File: src/hdl/pcs_pkg.sv
package pcs_pkg;

    typedef struct packed {
        logic [62:0]        local_time_ns;
        logic signed [47:0] offset_ns;
    } t_in_item;

    typedef struct packed {
        logic signed [31:0] compensation_ppb;
        logic               compensation_valid;
        logic               jump_request;
        logic signed [31:0] drift_ppb;
        logic               synced;
    } t_out_item;

    // configuration register indexes
    localparam logic [2:0] CFG_THRESHOLD = 3'd0;
    localparam logic [2:0] CFG_KP_GAIN   = 3'd1;
    localparam logic [2:0] CFG_KI_GAIN   = 3'd2;
    localparam logic [2:0] CFG_KP_MIN    = 3'd3;
    localparam logic [2:0] CFG_KP_MAX    = 3'd4;
    localparam logic [2:0] CFG_KI_MIN    = 3'd5;
    localparam logic [2:0] CFG_KI_MAX    = 3'd6;

    // how one item is handled
    localparam logic [1:0] MODE_NONE  = 2'd0;
    localparam logic [1:0] MODE_ACQ   = 2'd1;
    localparam logic [1:0] MODE_RATE  = 2'd2;
    localparam logic [1:0] MODE_TRACK = 2'd3;

    // multiplier operand selects
    localparam logic [2:0] SEL_N_LO  = 3'd0;
    localparam logic [2:0] SEL_N_HI  = 3'd1;
    localparam logic [2:0] SEL_KP_LO = 3'd2;
    localparam logic [2:0] SEL_KP_HI = 3'd3;
    localparam logic [2:0] SEL_KI_LO = 3'd4;
    localparam logic [2:0] SEL_KI_HI = 3'd5;

    localparam int          DIV_BITS = 78;
    localparam int          CNT_W    = 7;
    localparam logic [29:0] NS_PER_S = 30'd1000000000;

    typedef struct packed {
        logic       load;
        logic       mul_en;
        logic [2:0] mul_sel;
        logic       div_init;
        logic       div_step;
        logic       terms;
        logic       finish;
    } t_cmd;

    typedef struct packed {
        logic [1:0] mode;
    } t_sts;

endpackage

File: src/hdl/pcs_ctrl.sv
module pcs_ctrl (
    input  logic          i_clk,
    input  logic          i_rst_n,
    input  logic          i_in_valid,
    output logic          o_in_ready,
    output logic          o_out_valid,
    input  logic          i_out_ready,
    input  pcs_pkg::t_sts i_sts,
    output pcs_pkg::t_cmd o_cmd
);
    import pcs_pkg::*;

    localparam logic [2:0] S_IDLE  = 3'd0;
    localparam logic [2:0] S_DISP  = 3'd1;
    localparam logic [2:0] S_MUL   = 3'd2;
    localparam logic [2:0] S_MWAIT = 3'd3;
    localparam logic [2:0] S_DINIT = 3'd4;
    localparam logic [2:0] S_DIV   = 3'd5;
    localparam logic [2:0] S_TERM  = 3'd6;
    localparam logic [2:0] S_FIN   = 3'd7;

    logic [2:0]       r_state, n_state;
    logic [CNT_W-1:0] r_cnt, n_cnt;
    logic             r_out_valid, n_out_valid;
    logic             w_rate;

    assign w_rate      = (i_sts.mode == MODE_RATE);
    assign o_in_ready  = (r_state == S_IDLE);
    assign o_out_valid = r_out_valid;

    always_comb begin
        n_state     = r_state;
        n_cnt       = r_cnt;
        n_out_valid = r_out_valid;
        o_cmd       = '0;
        if (r_out_valid && i_out_ready) begin
            n_out_valid = 1'b0;
        end
        unique case (r_state)
            S_IDLE: begin
                if (i_in_valid) begin
                    o_cmd.load = 1'b1;
                    n_state    = S_DISP;
                end
            end
            S_DISP: begin
                n_cnt = '0;
                if (i_sts.mode == MODE_RATE || i_sts.mode == MODE_TRACK) begin
                    n_state = S_MUL;
                end else begin
                    n_state = S_FIN;
                end
            end
            S_MUL: begin
                o_cmd.mul_en  = 1'b1;
                o_cmd.mul_sel = (w_rate ? SEL_N_LO : SEL_KP_LO) + r_cnt[2:0];
                n_cnt         = r_cnt + 1'b1;
                if ((w_rate && r_cnt == CNT_W'(1)) || r_cnt == CNT_W'(3)) begin
                    n_state = S_MWAIT;
                end
            end
            S_MWAIT: begin
                n_state = w_rate ? S_DINIT : S_TERM;
            end
            S_DINIT: begin
                o_cmd.div_init = 1'b1;
                n_cnt          = '0;
                n_state        = S_DIV;
            end
            S_DIV: begin
                o_cmd.div_step = 1'b1;
                n_cnt          = r_cnt + 1'b1;
                if (r_cnt == CNT_W'(DIV_BITS - 1)) begin
                    n_state = S_FIN;
                end
            end
            S_TERM: begin
                o_cmd.terms = 1'b1;
                n_state     = S_FIN;
            end
            S_FIN: begin
                // hold until the output register is free
                if (!r_out_valid || i_out_ready) begin
                    o_cmd.finish = 1'b1;
                    n_out_valid  = 1'b1;
                    n_state      = S_IDLE;
                end
            end
            default: n_state = S_IDLE;
        endcase
    end

    always_ff @(posedge i_clk) begin
        if (!i_rst_n) begin
            r_state     <= S_IDLE;
            r_cnt       <= '0;
            r_out_valid <= 1'b0;
        end else begin
            r_state     <= n_state;
            r_cnt       <= n_cnt;
            r_out_valid <= n_out_valid;
        end
    end

endmodule

File: config.mk
export PLATFORM = sky130hd
export DESIGN_NAME = pcs_ctrl
export DESIGN_NICKNAME = d
export VERILOG_FILES = /design/src/hdl/pcs_pkg.sv /design/src/hdl/pcs_ctrl.sv
export SDC_FILE = /design/constraint.sdc
export NUM_CORES = 1
export LEC_CHECK = 0
export BUFFER_PORTS_ARGS = -buffer_cell sky130_fd_sc_hd__buf_2
export CAP_MARGIN = 0
export CORE_ASPECT_RATIO = 1.4
export CORE_MARGIN = 3
export CORE_UTILIZATION = 38
export CTS_CLUSTER_DIAMETER = 50
export DETAILED_ROUTE_END_ITERATION = 12
export PLACE_DENSITY_LB_ADDON = 0.2
export SYNTH_ARGS = -nofsm -noshare
export SYNTH_HDL_FRONTEND = slang
export SYNTH_SLANG_ARGS = --single-unit
export TNS_END_PERCENT = 100
File: constraint.sdc
create_clock -name i_clk -period 3.5 [get_ports i_clk]
set_input_delay 0.175 -clock i_clk [delete_from_list [all_inputs] [get_ports i_clk]]
set_output_delay 0.175 -clock i_clk [all_outputs]
set_load 0.1 [all_outputs]
=== After elaboration in Yosys (flattened, before gate mapping) ===
Index checks and enable logic that the tools add are counted.
W data, S select, Z words.

* Eq/ne operators: 16
* Mux-type cells: 20
* $add $sub $neg: 2
* Reduce and logical (&&, ||, !) cells: 11

{| class="wikitable"
|+ Operators by type and width
! operator !! count
|-
| $pmux W3 S8 || 1
|-
| $mux W3 || 5
|-
| $pmux W7 S2 || 1
|-
| $eq A3 B3 Y1 const B || 4
|-
| $mux W1 || 10
|-
| $ne A2 B2 Y1 const B || 4
|-
| $add A7 B1 Y7 const B || 1
|-
| $eq A7 B1 Y1 const B || 1
|-
| $eq A7 B2 Y1 const B || 1
|-
| $eq A7 B7 Y1 const B || 1
|-
| $eq A3 B2 Y1 const B || 2
|-
| $eq A2 B2 Y1 const B || 2
|-
| $mux W2 || 2
|-
| $mux W4 || 1
|-
| $reduce_and A4 Y1 || 1
|-
| $reduce_or A2 Y1 || 2
|-
| $add A2 B3 Y3 || 1
|-
| $eq A3 B1 Y1 const B || 1
|-
| $logic_not A3 Y1 || 1
|-
| $logic_or A1 B1 Y1 || 3
|-
| $logic_and A1 B1 Y1 || 2
|-
| $reduce_bool A2 Y1 || 1
|-
| $logic_not A1 Y1 || 1
|}

* Register bits: 11
* Logic and storage cells: 52
* Input bits: 6

=== Longest topological paths before layout ===
* Word-level depth: 5
* Mapped depth: 6
* Gate-level depth less buffers: 6

=== Least setup slack after synthesis ===
OpenSTA, ideal clock, no wires.

* Path kind: reg2out
* Start point: register r_state[2]
* End point: output port o_cmd[8] (netlist name)
* Slack: 0.297 ns
* Arrival time: 3.028 ns
* Cell stages (with the launch flop): 6
* Path through: dfxtp_1 clkbuf_1 or2_1 clkbuf_1 nor2_1 and2_1

{| class="wikitable"
|+ RTL lines
! what !! RTL line !! text
|-
| start, declared || pcs_ctrl.sv:22 || <nowiki>logic [2:0] r_state, n_state;</nowiki>
|-
| start signal, assigned || pcs_ctrl.sv:99 || <nowiki>r_state <= n_state;</nowiki>
|-
| end, declared || pcs_ctrl.sv:9 || <nowiki>output pcs_pkg::t_cmd o_cmd</nowiki>
|}

==> results_dict.tcl <==
set metrics [dict create \
    powerDensity_nw_per_um2 730.8 \
    ys_ff_latch 11 \
    synthFlopType "dfxtp_1" \
    synthTopCellsByArea "dfxtp_1 (24%), a21oi_1 (5.5%), ha_1 (4.1%)" \
    hold_viol_final 0 \
    cts.sinks 11 \
    ir_drop_v 0.0003039 \
    hpwl_mm 1.539 \
    layout_commonest_cell "buf_2" \
    worst-setup-path-type "reg2out" \
    cts_tree "built" \
    hold_path.class "in2reg" \
    syn_nets 126 \
    syn-cell-area_um2 909.6 \
    cp_max_fo 33 \
    post_cts_buffers 0 \
    finalSetupViolations 0 \
    final_cell_mix "buf_2 (16), dfxtp_1 (11), nor2_1 (10), a21oi_1 (10), nand2_1 (7)" \
    grt_max_degree 34 \
    die_y_um 63.89 \
    io_buffers 16 \
    wl_mm 2.136 \
    post-route-period-util 0.6900 \
    synth_top_area_frac 0.2421 \
    ant_nets 0 \
    cap_violations 0 \
    finalClockSkew_ns 0.002064 \
    rsz0062_at_grt "no" \
    slew_violations 0 \
    start_util 0.4084 \
    routedWlPerCell_um 14.24 \
    final_layout_size_suffix_gt1_frac 0.1875 \
    async_flop_share 0 \
    dr.pass1.iters 4 \
    yosysUniqueCellTypes 42 \
    p_leak_nw 0.4121 \
    grtUsageTotal 0.1622 \
    grt_pass1_vias 847 \
    cts_max_level 1 \
    antennaDiodeCount 0 \
    syn_avg_cell_area_um2 7.775 \
    die_x_um 47.35 \
    tightestPinTransition_ns 0.9302 \
    path_clk_slew_ns 0.08 \
    slew_headroom 0.3790 \
    gp_congestion 0.8274 \
    fin_crit_ns 2.415 \
    fin_tns_setup_ns 0 \
    cp.arrival_ns 2.24 \
    vias 911 \
    io_pins 17 \
    ys_seq_area_frac 0.2421 \
    cts_resized 0 \
    comb_power_share 0.571 \
    yosys_warnings 0 \
    synth_edf_count 0 \
    power_switching_w 0.0004252 \
    grt_antenna_before_repair 0 \
    internal_power_w 0.0003072 \
    critPathLaunchType "flop" \
    switching_share 0.5806 \
    status "finished, final reports clean" \
    power_frac_clock 0.126 \
    cp-end-kind "primary output" \
    numCtsBuffers 3 \
    clk_latency_ns 0.27 \
    rows 20 \
    cts-root-buf "clkbuf_4" \
    die-area_um2 3025 \
    holdBufCountCts 0 \
    n_fill_cell 234 \
    cp_data_required_time_ns 3.32 \
    synth_cells 117 \
    synth_top_area_cell "dfxtp_1" \
    core_um2 2227 \
    syn2layout_area_growth_pct 10.18 \
    fin_nets 138 \
    overflow 0 \
    via_per_inst 6.073 \
    drt_first_iter_violations 31 \
    fin_util 0.4500 \
    grt_pass1_wl_mm 3.677 \
    clock_path_buffers 2 \
    power_frac_seq 0.304 \
    max_freq_mhz 414.1 \
    drc 0 \
]
==> cells in the mapped netlist, types with 2 or more instances <==
master    instances
a21oi_1          10
o21ai_0           4
and2_1            2
nor2b_1           5
o21ai_1           4
a222oi_1          2
and3_1            5
or3_1             2
nand4b_1          2
dfxtp_1          11
ha_1              3
o21a_1            2
inv_1             5
nor2_1           10
nand2b_1          4
o211ai_1          2
a41oi_1           4
a311oi_1          2
a31oi_1           2
nand2_1           7
clkbuf_1          8
==> stage by stage <==
stage / setup slack [ns] / hold WS [ns] / instance area [um2] / power, W / std cells
global placement: 1.416 / 0.4446 / 975.9 / 0.0006380 / 146
CTS: 1.101 / 0.1598 / 1002 / 0.0007355 / 150
detailed placement: 1.403 / 0.4419 / 975.9 / 0.0006420 / 146
finish: 1.085 / 0.1605 / 1002 / 0.0007325 / 150
floorplan: 0.2971 / 0.2925 / 909.6 / 0.0005814 / 117
global route: 0.9441 / 0.1582 / 1002 / 0.0007851 / 150
==> cell type report <==
cell class | instances | area (um2) | area share
Multi-Input combinational cell | 91 | 625.6 | 0.6242
Sequential cell | 11 | 220.2 | 0.2197
Inverter | 6 | 22.52 | 0.02247
Timing Repair Buffer | 16 | 80.08 | 0.07990
Tap cell | 22 | 27.53 | 0.02747
Clock buffer | 4 | 26.28 | 0.02622
==> registers in the layout, indices dropped and copies added (netlist names) <==
signal	count
r_cnt	7
r_state	3
o_out_valid	1
==> cell families (layout without fill, tap and decap cells) <==
logic type	Yosys count	in the layout	share of synthesized area
AND/OR/NAND/NOR	46	46	0.2999
AO/OA/AOI/OAI	40	40	0.3274
buffers and inverters	15	26	0.07015
flip-flops	11	11	0.2421
adder cells (fa/ha/maj)	3	3	0.04127
XOR/XNOR	2	2	0.01926
==> routing by layer <==
| metal | track usage | up-vias | routed length [um] | part of all wire |
|---|---|---|---|---|
| met2 | 0.2634 | 20 | 1061 | 0.50 |
| met4 | 0.05190 | 0 | 23 | 0.011 |
| met1 | 0.2041 | 427 | 966 | 0.45 |
| met5 | 0 | - | 0 | 0 |
| met3 | 0.03380 | 4 | 86 | 0.040 |
| li1 | - | 460 | - | - |
==> power groups by stage <==
stage | logic (W) | clock network (W) | registers [W]
global placement | 0.000415 | 0 | 0.000223
CTS | 0.000419 | 0.0000947 | 0.000221
global route | 0.000453 | 0.000101 | 0.000232
finish | 0.000418 | 0.0000922 | 0.000222
floorplan | 0.000412 | 0 | 0.000170
detailed placement | 0.000417 | 0 | 0.000225
==> worst max-delay path, cell delays in order (launching register included) <==
cell     delay (ns)
dfxtp_1        0.94
or3b_1         0.48
inv_1          0.11
buf_2          0.43
==> path summary, 6_finish.rpt <==
kind	start	endpoint	slack (ns)	cells past startpoint
worst max-delay path	r_state[1]$_SDFFE_PN0P_	o_cmd[7]	1.09	3
worst min-delay path	i_rst_n	r_state[2]$_SDFFE_PN0P_	0.16	2
worst max register to register	r_state[1]$_SDFFE_PN0P_	r_cnt[6]$_SDFFE_PN0P_	1.45	4
worst min register to register	r_cnt[6]$_SDFFE_PN0P_	r_cnt[6]$_SDFFE_PN0P_	0.54	1
(Power assumes the default switching activity.)
